`src/hw/rtl/dwsl_pkg.sv`:
```
package dwsl_pkg;

  // Character codes the scanner reacts to
  localparam logic [7:0] CH_SPACE = 8'h20;
  localparam logic [7:0] CH_TAB   = 8'h09;
  localparam logic [7:0] CH_EQUAL = 8'h3D;
  localparam logic [7:0] CH_QUOTE = 8'h22;
  localparam logic [7:0] CH_HIGH  = 8'h80;
  localparam logic [7:0] CH_UP_A  = 8'h41;
  localparam logic [7:0] CH_UP_Z  = 8'h5A;
  localparam logic [7:0] CH_LO_A  = 8'h61;
  localparam logic [7:0] CH_LO_Z  = 8'h7A;

  localparam logic [15:0] COUNT_MAX = 16'hFFFF;
  localparam logic [3:0]  LEN_MAX   = 4'hF;

  // Item kinds
  localparam logic OP_CHAR = 1'b0;
  localparam logic OP_EOL  = 1'b1;

  // Configuration register indexes
  typedef enum logic [1:0] {
    CFG_PATTERN_TEXT   = 2'd0,
    CFG_PATTERN_LENGTH = 2'd1
  } cfg_idx_e;

  // Line scan phase
  typedef enum logic [1:0] {
    PH_WAIT = 2'd0,
    PH_SCAN = 2'd1,
    PH_SKIP = 2'd2
  } phase_e;

  typedef struct packed {
    logic       op;
    logic [7:0] ch;
  } item_t;

  typedef struct packed {
    logic [15:0] lines_found;
    logic        line_match;
  } result_t;

endpackage

```
`src/hw/rtl/dwsl_core.sv`:
```
module dwsl_core #(
  parameter int MAX_PATTERN = 8
) (
  input  logic             clk_i,
  input  logic             rst_ni,
  input  logic             fire_i,
  input  dwsl_pkg::item_t  item_i,
  input  logic [63:0]      pattern_text_i,
  input  logic [3:0]       pattern_length_i,
  output dwsl_pkg::result_t result_o
);

  dwsl_pkg::phase_e phase_q, phase_d;
  logic matched_q, matched_d;
  logic [1:0][7:0] win_q, win_d;
  logic [1:0] fill_q, fill_d;
  logic [MAX_PATTERN-1:0][7:0] tail_q, tail_d;
  logic [3:0] wlen_q, wlen_d;
  logic [MAX_PATTERN-1:0][7:0] blank_q, blank_d;
  logic [3:0] bcnt_q, bcnt_d;
  logic quote_q, quote_d;
  logic [15:0] total_q, total_d;

  logic [7:0] ch;
  logic [7:0] fb;
  logic first_ok, byte_active, is_delim, fb_blank;
  logic dbl_eq, tail_hit;
  logic [3:0] n_eff, len_eff;
  logic [4:0] wlen_sum;
  logic [MAX_PATTERN-1:0][7:0] merged;

  assign ch = item_i.ch;
  assign fb = win_q[0];
  assign fb_blank = (fb == dwsl_pkg::CH_SPACE) || (fb == dwsl_pkg::CH_TAB);

  // First byte of a line must be high or a Latin letter
  assign first_ok = (ch >= dwsl_pkg::CH_HIGH) ||
                    ((ch >= dwsl_pkg::CH_UP_A) && (ch <= dwsl_pkg::CH_UP_Z)) ||
                    ((ch >= dwsl_pkg::CH_LO_A) && (ch <= dwsl_pkg::CH_LO_Z));

  assign byte_active = fire_i && (item_i.op == dwsl_pkg::OP_CHAR) &&
                       ((phase_q == dwsl_pkg::PH_SCAN) ||
                        ((phase_q == dwsl_pkg::PH_WAIT) && first_ok));

  // " = " seen across the two held-back bytes and the new one
  assign is_delim = (fill_q == 2'd2) && (win_q[0] == dwsl_pkg::CH_SPACE) &&
                    (win_q[1] == dwsl_pkg::CH_EQUAL) && (ch == dwsl_pkg::CH_SPACE);

  // Pending blanks that still fit in the tail
  assign n_eff = (bcnt_q > 4'(MAX_PATTERN)) ? 4'(MAX_PATTERN) : bcnt_q;
  assign wlen_sum = 5'(wlen_q) + 5'(bcnt_q) + 5'd1;

  // Tail after flushing pending blanks and pushing the new byte
  always_comb begin
    merged = '0;
    merged[0] = fb;
    for (int j = 1; j < MAX_PATTERN; j++) begin
      if (n_eff >= 4'(j)) begin
        merged[j] = blank_q[j-1];
      end
      for (int m = 0; m < j; m++) begin
        if (n_eff == 4'(m)) begin
          merged[j] = tail_q[j-1-m];
        end
      end
    end
  end

  // Suffix compare against the pattern
  always_comb begin
    if (pattern_length_i == 4'd0) begin
      len_eff = 4'd1;
    end else if (pattern_length_i > 4'(MAX_PATTERN)) begin
      len_eff = 4'(MAX_PATTERN);
    end else begin
      len_eff = pattern_length_i;
    end
    tail_hit = (wlen_q >= len_eff);
    for (int k = 0; k < MAX_PATTERN; k++) begin
      if ((4'(k) < len_eff) && (tail_q[k] != pattern_text_i[8*k +: 8])) begin
        tail_hit = 1'b0;
      end
    end
  end

  assign dbl_eq = (wlen_q == 4'd2) && (tail_q[0] == dwsl_pkg::CH_EQUAL) &&
                  (tail_q[1] == dwsl_pkg::CH_EQUAL);

  // Result of a line end, count included
  always_comb begin
    result_o.line_match  = matched_q;
    result_o.lines_found = (matched_q && (total_q != dwsl_pkg::COUNT_MAX)) ?
                           total_q + 16'd1 : total_q;
  end

  // Next phase
  always_comb begin
    phase_d = phase_q;
    if (fire_i) begin
      if (item_i.op == dwsl_pkg::OP_EOL) begin
        phase_d = dwsl_pkg::PH_WAIT;
      end else if (phase_q == dwsl_pkg::PH_WAIT) begin
        phase_d = first_ok ? dwsl_pkg::PH_SCAN : dwsl_pkg::PH_SKIP;
      end
      if (byte_active && is_delim && (dbl_eq || quote_q)) begin
        phase_d = dwsl_pkg::PH_SKIP;
      end
    end
  end

  // Window, segment and count update
  always_comb begin
    matched_d = matched_q;
    win_d     = win_q;
    fill_d    = fill_q;
    tail_d    = tail_q;
    wlen_d    = wlen_q;
    blank_d   = blank_q;
    bcnt_d    = bcnt_q;
    quote_d   = quote_q;
    total_d   = total_q;
    if (fire_i && (item_i.op == dwsl_pkg::OP_EOL)) begin
      total_d   = result_o.lines_found;
      matched_d = 1'b0;
      win_d     = '0;
      fill_d    = 2'd0;
      tail_d    = '0;
      wlen_d    = 4'd0;
      blank_d   = '0;
      bcnt_d    = 4'd0;
      quote_d   = 1'b0;
    end else if (byte_active) begin
      if (is_delim) begin
        // segment closes
        fill_d = 2'd0;
        if (!(dbl_eq || quote_q) && (wlen_q != 4'd0) && tail_hit) begin
          matched_d = 1'b1;
        end
        tail_d  = '0;
        wlen_d  = 4'd0;
        blank_d = '0;
        bcnt_d  = 4'd0;
        quote_d = 1'b0;
      end else if (fill_q == 2'd2) begin
        // oldest held byte goes into the segment
        win_d[0] = win_q[1];
        win_d[1] = ch;
        if (fb == dwsl_pkg::CH_QUOTE) begin
          quote_d = 1'b1;
        end
        if (fb_blank) begin
          if (wlen_q != 4'd0) begin
            blank_d[0] = fb;
            for (int i = 1; i < MAX_PATTERN; i++) begin
              blank_d[i] = blank_q[i-1];
            end
            if (bcnt_q != dwsl_pkg::LEN_MAX) begin
              bcnt_d = bcnt_q + 4'd1;
            end
          end
        end else begin
          tail_d = merged;
          wlen_d = (wlen_sum > 5'(dwsl_pkg::LEN_MAX)) ? dwsl_pkg::LEN_MAX : wlen_sum[3:0];
          bcnt_d = 4'd0;
        end
      end else begin
        win_d[fill_q[0]] = ch;
        fill_d = fill_q + 2'd1;
      end
    end
  end

  always_ff @(posedge clk_i or negedge rst_ni) begin
    if (!rst_ni) begin
      phase_q   <= dwsl_pkg::PH_WAIT;
      matched_q <= 1'b0;
      win_q     <= '0;
      fill_q    <= 2'd0;
      tail_q    <= '0;
      wlen_q    <= 4'd0;
      blank_q   <= '0;
      bcnt_q    <= 4'd0;
      quote_q   <= 1'b0;
      total_q   <= 16'd0;
    end else begin
      phase_q   <= phase_d;
      matched_q <= matched_d;
      win_q     <= win_d;
      fill_q    <= fill_d;
      tail_q    <= tail_d;
      wlen_q    <= wlen_d;
      blank_q   <= blank_d;
      bcnt_q    <= bcnt_d;
      quote_q   <= quote_d;
      total_q   <= total_d;
    end
  end

endmodule

```
`src/hw/rtl/delimited_word_suffix_line_filter_unit.sv`:
```
// Line suffix filter: text bytes stream in one per transfer (tuser = 0) and an
// end-of-line transfer (tuser = 1) closes the line and yields one result with the
// match flag and a saturating count of matching lines. Lines whose first byte is
// not 0x80 or above or a Latin letter never match. Each byte passes an input
// register and updates the line state, and a line result sits in an output
// register, so a new transfer is accepted every cycle unless a line result is
// held back by the downstream side. Character transfers produce no output.
// Write the pattern registers only while the block is idle.
module delimited_word_suffix_line_filter_unit #(
  parameter int MAX_PATTERN = 8
) (
  input  logic        clk_i,
  input  logic        rst_ni,
  // character stream
  input  logic        s_axis_tvalid,
  output logic        s_axis_tready,
  input  logic [7:0]  s_axis_tdata,   // [7:0] ch
  input  logic        s_axis_tuser,   // [0] op (1 = end of line)
  // line results
  output logic        m_axis_tvalid,
  input  logic        m_axis_tready,
  output logic [23:0] m_axis_tdata,   // [0] line_match, [16:1] lines_found, zero fill
  // configuration writes
  input  logic        cfg_valid_i,
  output logic        cfg_ready_o,
  input  logic [1:0]  cfg_index_i,
  input  logic [63:0] cfg_data_i
);

  logic in_valid_q, in_valid_d;
  dwsl_pkg::item_t in_item_q;
  logic out_valid_q, out_valid_d;
  dwsl_pkg::result_t out_res_q;
  dwsl_pkg::result_t core_res;
  logic [63:0] pat_text_q;
  logic [3:0]  pat_len_q;
  logic advance, out_load, s_fire;

  // Input stage moves on unless a line result has nowhere to go
  assign advance  = in_valid_q && ((in_item_q.op == dwsl_pkg::OP_CHAR) ||
                                   !out_valid_q || m_axis_tready);
  assign out_load = advance && (in_item_q.op == dwsl_pkg::OP_EOL);
  assign s_axis_tready = !in_valid_q || advance;
  assign s_fire = s_axis_tvalid && s_axis_tready;

  assign in_valid_d  = s_fire || (in_valid_q && !advance);
  assign out_valid_d = out_load || (out_valid_q && !m_axis_tready);

  always_ff @(posedge clk_i or negedge rst_ni) begin
    if (!rst_ni) begin
      in_valid_q  <= 1'b0;
      out_valid_q <= 1'b0;
    end else begin
      in_valid_q  <= in_valid_d;
      out_valid_q <= out_valid_d;
    end
  end

  // Payload registers
  always_ff @(posedge clk_i) begin
    if (s_fire) begin
      in_item_q.op <= s_axis_tuser;
      in_item_q.ch <= s_axis_tdata;
    end
    if (out_load) begin
      out_res_q <= core_res;
    end
  end

  // Pattern registers
  assign cfg_ready_o = 1'b1;

  always_ff @(posedge clk_i or negedge rst_ni) begin
    if (!rst_ni) begin
      pat_text_q <= 64'd0;
      pat_len_q  <= 4'd1;
    end else if (cfg_valid_i) begin
      case (dwsl_pkg::cfg_idx_e'(cfg_index_i))
        dwsl_pkg::CFG_PATTERN_TEXT:   pat_text_q <= cfg_data_i;
        dwsl_pkg::CFG_PATTERN_LENGTH: pat_len_q  <= cfg_data_i[3:0];
        default: ;
      endcase
    end
  end

  dwsl_core #(
    .MAX_PATTERN(MAX_PATTERN)
  ) u_core (
    .clk_i           (clk_i),
    .rst_ni          (rst_ni),
    .fire_i          (advance),
    .item_i          (in_item_q),
    .pattern_text_i  (pat_text_q),
    .pattern_length_i(pat_len_q),
    .result_o        (core_res)
  );

  assign m_axis_tvalid = out_valid_q;
  assign m_axis_tdata  = {7'd0, out_res_q.lines_found, out_res_q.line_match};

endmodule

```
`config.mk`:
```
export PLATFORM = sky130hd
export DESIGN_NAME = delimited_word_suffix_line_filter_unit
export DESIGN_NICKNAME = d
export VERILOG_FILES = /design/src/hw/rtl/dwsl_pkg.sv /design/src/hw/rtl/dwsl_core.sv /design/src/hw/rtl/delimited_word_suffix_line_filter_unit.sv
export SDC_FILE = /design/constraint.sdc
export NUM_CORES = 1
export LEC_CHECK = 0
export ABC_CLOCK_PERIOD_IN_PS = 4800
export BUFFER_PORTS_ARGS = -buffer_cell sky130_fd_sc_hd__buf_2
export CORE_ASPECT_RATIO = 0.8
export CORE_MARGIN = 3
export CORE_UTILIZATION = 45
export CTS_CLUSTER_SIZE = 24
export DETAILED_ROUTE_END_ITERATION = 16
export GPL_ROUTABILITY_DRIVEN = 0
export MAX_ROUTING_LAYER = met4
export SLEW_MARGIN = 20
export SYNTH_ARGS = -nofsm -noshare
export SYNTH_HDL_FRONTEND = slang
export SYNTH_HIERARCHICAL = 1
export SYNTH_SLANG_ARGS = --single-unit
export TNS_END_PERCENT = 1
```
`constraint.sdc`:
```
create_clock -name clk_i -period 4.8 [get_ports clk_i]
set_clock_uncertainty 0.2 [all_clocks]
set_input_delay 0.24 -clock clk_i [delete_from_list [all_inputs] [get_ports clk_i]]
set_output_delay 0.24 -clock clk_i [all_outputs]
set_load 0.01 [all_outputs]
```
== Word-level counts from Yosys, hierarchy flattened ==
Index checks and enable logic that the tools add are counted.

* Bits in registers: 262
* Input port bits: 80
* Output and inout port bits: 27
* Logic and storage cells: 258

* Add/subtract/negate cells: 5
* Order comparisons: 26
* Equal/unequal tests: 32
* Multiplexer cells: 95
* Bitwise gates (word level): 1
* Reduce and logical (&&, ||, !) cells: 67

{| class="wikitable"
|+ Operators by type and width
! kind !! number
|-
| $mux 56 || 6
|-
| $mux 64 || 5
|-
| $mux 8 || 36
|-
| $mux 16 || 5
|-
| $mux 4 || 16
|-
| $ne 8x8->1 || 8
|-
| $eq 8x6->1 const B || 6
|-
| $logic_and 1x1->1 || 29
|-
| $mux 1 || 17
|-
| $add 16x1->16 const B || 1
|-
| $bwmux 16 || 1
|-
| $ge 4x3->1 const B || 4
|-
| $ge 8x7->1 const B || 2
|-
| $le 8x7->1 const B || 2
|-
| $lt 3x4->1 const A || 4
|-
| $mux 2 || 8
|-
| $ne 16x16->1 const B || 1
|-
| $reduce_bool 3->1 || 5
|-
| $eq 4x2->1 const B || 3
|-
| $eq 4x3->1 const B || 3
|-
| $logic_or 1x1->1 || 10
|-
| $reduce_and 2->1 || 5
|-
| $reduce_and 3->1 || 3
|-
| $demux 8 s1 || 1
|-
| other kinds (29) || 45
|}

== Depth between registers and ports, before layout ==
* Depth in word-level cells: 18
* Mapped depth: 11
* Depth with buffers taken out: 8

== Modules after synthesis ==
The synthesis kept the hierarchy.

{| class="wikitable"
|+ By module, submodules not included
! module !! times used !! cells an instance !! area each (µm²)
|-
| dwsl_core || 1 || 1131 || 10199.8
|-
| delimited_word_suffix_line_filter_unit || 1 || 191 || 3792.4
|}

== Least setup slack after synthesis ==
No wires, ideal clock.

* Path kind: reg-to-reg
* Start point: reg u_core.bcnt_q[0]
* End point: reg u_core.wlen_q[2]
* Setup time: 0.121 ns
* Arrival: 2.486 ns
* Setup slack: 1.993 ns
* Cell stages (with the launch flop): 12
* Period minus slack after synthesis: 2.807 ns
* Cells stage by stage: dfrtp_1 > clkbuf_1 > buf_1 > clkinv_1 > clkbuf_1 > ha_1 > inv_1 > fa_1 > a21o_1 > a21oi_1 > nand2_1 > a22o_1

* Cells in the longest elaborated chain, start to end: 9

{| class="wikitable"
|+ RTL lines
! item !! RTL line !! text
|-
| start: declaration || dwsl_core.sv:20 || <nowiki>logic [3:0] bcnt_q, bcnt_d;</nowiki>
|-
| start signal: assignment || dwsl_core.sv:193 || <nowiki>bcnt_q <= bcnt_d;</nowiki>
|-
| $add 4x4->5 * || dwsl_core.sv:51 || <nowiki>assign wlen_sum = 5'(wlen_q) + 5'(bcnt_q) + 5'd1;</nowiki>
|-
| $add 5x1->5 * || dwsl_core.sv:51 ||
|-
| $gt 5x4->1 || dwsl_core.sv:163 || <nowiki>wlen_d = (wlen_sum > 5'(dwsl_pkg::LEN_MAX)) ? dwsl_pkg::LEN_MAX : wlen_sum[3:0];</nowiki>
|-
| $mux 4 * || dwsl_core.sv:163 ||
|-
| $mux 4 * || dwsl_core.sv:151 || <nowiki>if (fb_blank) begin</nowiki>
|-
| $mux 4 * || dwsl_core.sv:144 || <nowiki>end else if (fill_q == 2'd2) begin</nowiki>
|-
| $mux 4 * || dwsl_core.sv:133 || <nowiki>if (is_delim) begin</nowiki>
|-
| $mux 4 * || dwsl_core.sv:132 || <nowiki>end else if (byte_active) begin</nowiki>
|-
| $mux 4 * || dwsl_core.sv:122 || <nowiki>if (fire_i && (item_i.op == dwsl_pkg::OP_EOL)) begin</nowiki>
|-
| end signal: assignment || dwsl_core.sv:191 || <nowiki>wlen_q <= wlen_d;</nowiki>
|-
| end: declaration || dwsl_core.sv:18 || <nowiki>logic [3:0] wlen_q, wlen_d;</nowiki>
|}

Mark *: on every way between the ends. The rest lies on a longest branch, timed or not. The select of a mux whose other input is x is not followed.
A chain may end at the register's enable or synchronous reset.

== Final worst setup path ==
* Start point: reg u_core.fill_q[0]
* End point: reg u_core/blank_q[44] in the netlist's numbering

* Cells in the longest elaborated chain, start to end: 7
* Elaborated cells on any way between the ends: 11
* Classes of those cells: 1 x eq/ne; 3 x mux; 7 x reduce/logical

{| class="wikitable"
|+ RTL lines
! item !! RTL line !! text
|-
| start: declaration || dwsl_core.sv:16 || <nowiki>logic [1:0] fill_q, fill_d;</nowiki>
|-
| start signal: assignment || dwsl_core.sv:189 || <nowiki>fill_q <= fill_d;</nowiki>
|-
| $eq 2x2->1 * || dwsl_core.sv:46, dwsl_core.sv:144 ||
|-
| $logic_and 1x1->1 (2 in series) || dwsl_core.sv:46 || <nowiki>assign is_delim = (fill_q == 2'd2) && (win_q[0] == dwsl_pkg::CH_SPACE) &&</nowiki>
|-
| $logic_and 1x1->1 || dwsl_core.sv:47 || <nowiki>(win_q[1] == dwsl_pkg::CH_EQUAL) && (ch == dwsl_pkg::CH_SPACE);</nowiki>
|-
| $mux 56 || dwsl_core.sv:133 ||
|-
| $mux 56 || dwsl_core.sv:132 ||
|-
| $mux 56 || dwsl_core.sv:122 ||
|-
| end signal: assignment || dwsl_core.sv:192 || <nowiki>blank_q <= blank_d;</nowiki>
|-
| end: declaration || dwsl_core.sv:19 || <nowiki>logic [MAX_PATTERN-1:0][7:0] blank_q, blank_d;</nowiki>
|}

Marks and branches as above.

==> impl_metrics.yaml <==
run_status:
  outcome: "finished clean"
grt:
  grt_pass1_vias: 10701
  busiest_layer: "met1"
  grt_overflow_total: 0
  antenna_violations_before_repair: 0
  grt_max_degree: 123
  first_pass_grt_wire_length_um: 64600
  globalRouteMet2Util_pct: 35.4
  grtUsageTotal_pct: 25.3
  global_route.usage.met1_pct: 37.2
  groute.layer.met3.usage_pct: 6.04
clock_tree:
  cts_repair_resize_count: 0
  clock-root-buffer: "sky130_fd_sc_hd__clkbuf_16"
  tritoncts: "yes"
  tritoncts_num_sinks: 262
  cts_hold_buffers: 81
  post_cts.repair.setup_buffers: 0
  clk_latency_ns: 0.56
  path_clk_slew_ns: 0.06
  htree_levels: 1
  cts-buffers-inserted: 29
  clockBufferDepth: 3
logic_synthesis:
  syn-cell-area_um2: 14000
  netlist_top_cells_area: "sky130_fd_sc_hd__dfrtp_1 (42%), sky130_fd_sc_hd__mux2_4 (6.4%), sky130_fd_sc_hd__edfxtp_1 (5.6%), sky130_fd_sc_hd__xnor2_1 (4.9%), sky130_fd_sc_hd__nand2_1 (3.7%)"
  synth_cell_type_count: 76
  synthesis.yosys.warnings: 6
  async_reset_ff_share_pct: 90.1
  postSynth.topFlopCell: "sky130_fd_sc_hd__dfrtp_1"
  syn-instance-count: 1322
  synth.top_cell.area_share_pct: 42.0
  synth.avg_cell_area_um2: 10.6
  synth.yosys.seq_area_share_pct: 47.8
  synth_enable_flop_cells: 26
  synth.ff_latch_count: 262
  synth_top_cell_by_area: "sky130_fd_sc_hd__dfrtp_1"
power_and_ir_drop:
  ir_drop_uv: 244
  pwrdens_nw_per_um2: 368
  totalPowerFinal_mw: 6.04
  static-leakage-power_nw: 6.97
die:
  fp.coreArea_um2: 30500
  floorplan.initialDensity_pct: 45.8
  site_row_count: 57
  pin_count: 107
  die_h_um: 164
  die-width_um: 203
  die_area_um2: 33300
worst_setup_path:
  crit_path_max_fanout: 48
  worstSetupEndpointType: "register"
  required_time_at_the_endpoint_of_the_critical_path_ns: 5.03
  timing.setup.critical_path_class: "reg2reg"
  critPathArrivalTime_ns: 3.65
  crit_path_start_kind: "register"
timing:
  timing.final.hold_violations: 0
  achievable_frequency_mhz: 292
  maxSlewViolCount: 0
  fin_crit_sh_pct: 71.3
  period_needed_ns: 3.42
  final.setup.tns_ns: 0
  rsz_0062_raised_after_global_routing: "no"
  maxSlewHeadroom_pct: 28.9
  worst_slew_pin_slew_ns: 1.06
  report.final.setup_viol: 0
placed_design:
  place_area_um2: 14600
  buffer_ports.inserted: 98
  placed_wire_length_estimate_um: 27200
detailed_routing:
  routed_wire_length_per_instance_um: 21.8
  post_drt_via_cell_ratio: 5.85
  dr.first_iter.drc_count: 1037
  firstDrtPassIters: 6
  drc: 0
  num_vias: 11035
  routed_wirelength_um: 41200
  remaining_antenna_violation_count: 0
cells_and_area:
  n_antenna_cell: 0
  utilization_pct: 53.7
  area_delta_synth_final_pct: 17.2
  postLayoutCellArea_um2: 16400
  layout.filler_cells: 2761
  fin_nets: 1545
  final_layout_size_suffix_gt1_share_pct: 18.0
hold_path:
  min-delay-path-class: "in2reg"
run:
  drv_cap: 0
[sequential cells by signal (all words and copies together), names as in the netlist]
| register | flops |
|---|---|
| u_core/wlen_q | 4 |
| u_core/win_q | 8 |
| u_core/total_q | 16 |
| m_axis_tvalid | 1 |
| u_core/matched_q | 1 |
| pat_len_q | 4 |
| u_core/fill_q | 2 |
| u_core/blank_q | 56 |
| u_core/bcnt_q | 4 |
| in_item_q | 9 |
| m_axis_tdata | 17 |
| u_core/fb | 8 |
| in_valid_q | 1 |
| u_core/phase_q | 2 |
| u_core/tail_q | 64 |
| pat_text_q | 64 |
| u_core/quote_q | 1 |
[where the power goes]
part	internal (mW)	switching (mW)
Sequential	2.45	0.335
Combinational	0.491	0.456
Clock	1.39	0.916
[logic make-up (layout without fill, tap and decap cells)]
family | count (synthesis) | count (layout) | share of synthesized area [%]
AOI/OAI and AO/OA | 353 | 353 | 17.1
xor gates and xnor gates | 94 | 94 | 5.88
adders and majority gates | 14 | 14 | 1.31
buffers and inverters | 121 | 267 | 4.99
DFF | 262 | 262 | 47.8
muxes | 114 | 114 | 10.6
other | 2 | 8 | 0.0537
and+or+nand+nor | 362 | 362 | 12.3
[final cells by class]
class                      count  area, µm²  area share [%]
clock inverter                13        146           0.892
timing repair buffer         198       1490            9.09
clock buffer                  41        852            5.19
tap                          413        517            3.15
sequential                   262       6690            40.8
inverter                      15       56.3           0.343
multi-input combinational    945       6650            40.5
[cells in the mapped netlist (15+ instances only)]
master / instances
sky130_fd_sc_hd__dfrtp_1: 235
sky130_fd_sc_hd__nand2_1: 139
sky130_fd_sc_hd__nor2_1: 84
sky130_fd_sc_hd__o21ai_0: 83
sky130_fd_sc_hd__xnor2_1: 79
sky130_fd_sc_hd__a21oi_1: 62
sky130_fd_sc_hd__clkbuf_1: 62
sky130_fd_sc_hd__mux2_4: 60
sky130_fd_sc_hd__a22o_1: 56
sky130_fd_sc_hd__mux2i_1: 35
sky130_fd_sc_hd__o22ai_1: 27
sky130_fd_sc_hd__edfxtp_1: 26
sky130_fd_sc_hd__nand4_1: 26
sky130_fd_sc_hd__o31ai_1: 26
sky130_fd_sc_hd__nand3_1: 25
sky130_fd_sc_hd__mux2_2: 18
sky130_fd_sc_hd__xor2_1: 15
[path summary, 6_finish.rpt]
check / start / end / slack [ns] / cells past startpoint
max: u_core/fill_q[0]$_DFFE_PN0P_ / u_core/blank_q[44]$_DFFE_PN0P_ / 1.38 / 9
min: cfg_index_i[0] / pat_len_q[0]$_DFFE_PN1P_ / 0.04 / 3
max reg2reg: u_core/fill_q[0]$_DFFE_PN0P_ / u_core/blank_q[44]$_DFFE_PN0P_ / 1.38 / 9
min reg2reg: u_core/tail_q[61]$_DFFE_PN0P_ / u_core/tail_q[61]$_DFFE_PN0P_ / 0.31 / 2
max in group asynchronous: rst_ni / u_core/blank_q[35]$_DFFE_PN0P_ / 3.09 / 3
min in group asynchronous: rst_ni / u_core/total_q[13]$_DFFE_PN0P_ / 0.14 / 2
[critical path: stages, from the launching register on]
cell                      delay [ns]
sky130_fd_sc_hd__dfrtp_1        0.41
sky130_fd_sc_hd__inv_1          0.13
sky130_fd_sc_hd__ha_1           0.21
sky130_fd_sc_hd__or4bb_1        0.42
sky130_fd_sc_hd__or4_4          0.44
sky130_fd_sc_hd__nor2_2         0.40
sky130_fd_sc_hd__o21ai_2        0.18
sky130_fd_sc_hd__and2_1         0.25
sky130_fd_sc_hd__buf_4          0.31
sky130_fd_sc_hd__a22o_1         0.30
[cell usage in the layout (no fill, tap or decap), types with 27 or more instances in the layout]
cell type and n:
sky130_fd_sc_hd__a21oi_1 61, sky130_fd_sc_hd__a22o_1 56, sky130_fd_sc_hd__buf_2 97, sky130_fd_sc_hd__clkbuf_16 30, sky130_fd_sc_hd__dfrtp_1 234, sky130_fd_sc_hd__dlygate4sd3_1 81
sky130_fd_sc_hd__mux2_4 60, sky130_fd_sc_hd__mux2i_1 35, sky130_fd_sc_hd__nand2_1 139, sky130_fd_sc_hd__nor2_1 84, sky130_fd_sc_hd__o21ai_0 83, sky130_fd_sc_hd__o22ai_1 27
sky130_fd_sc_hd__xnor2_1 79
[per-layer routing]
layer,vias to the layer above,wire (µm)
li1,5065,-
met1,5389,19000
met2,506,17200
met3,75,3780
met4,0,1160
met5,-,0
[metrics by stage]
step	cells	setup slack, ns	hold slack [ns]
CTS	1887	1.43	0.0186
detailed placement	1752	1.45	0.193
floorplan	1328	1.99	-0.256
finish	1887	1.38	0.0438
global route	1887	1.21	0.0557
global placement	1752	1.48	0.195
Note: power is estimated with default switching activity, not from simulation.
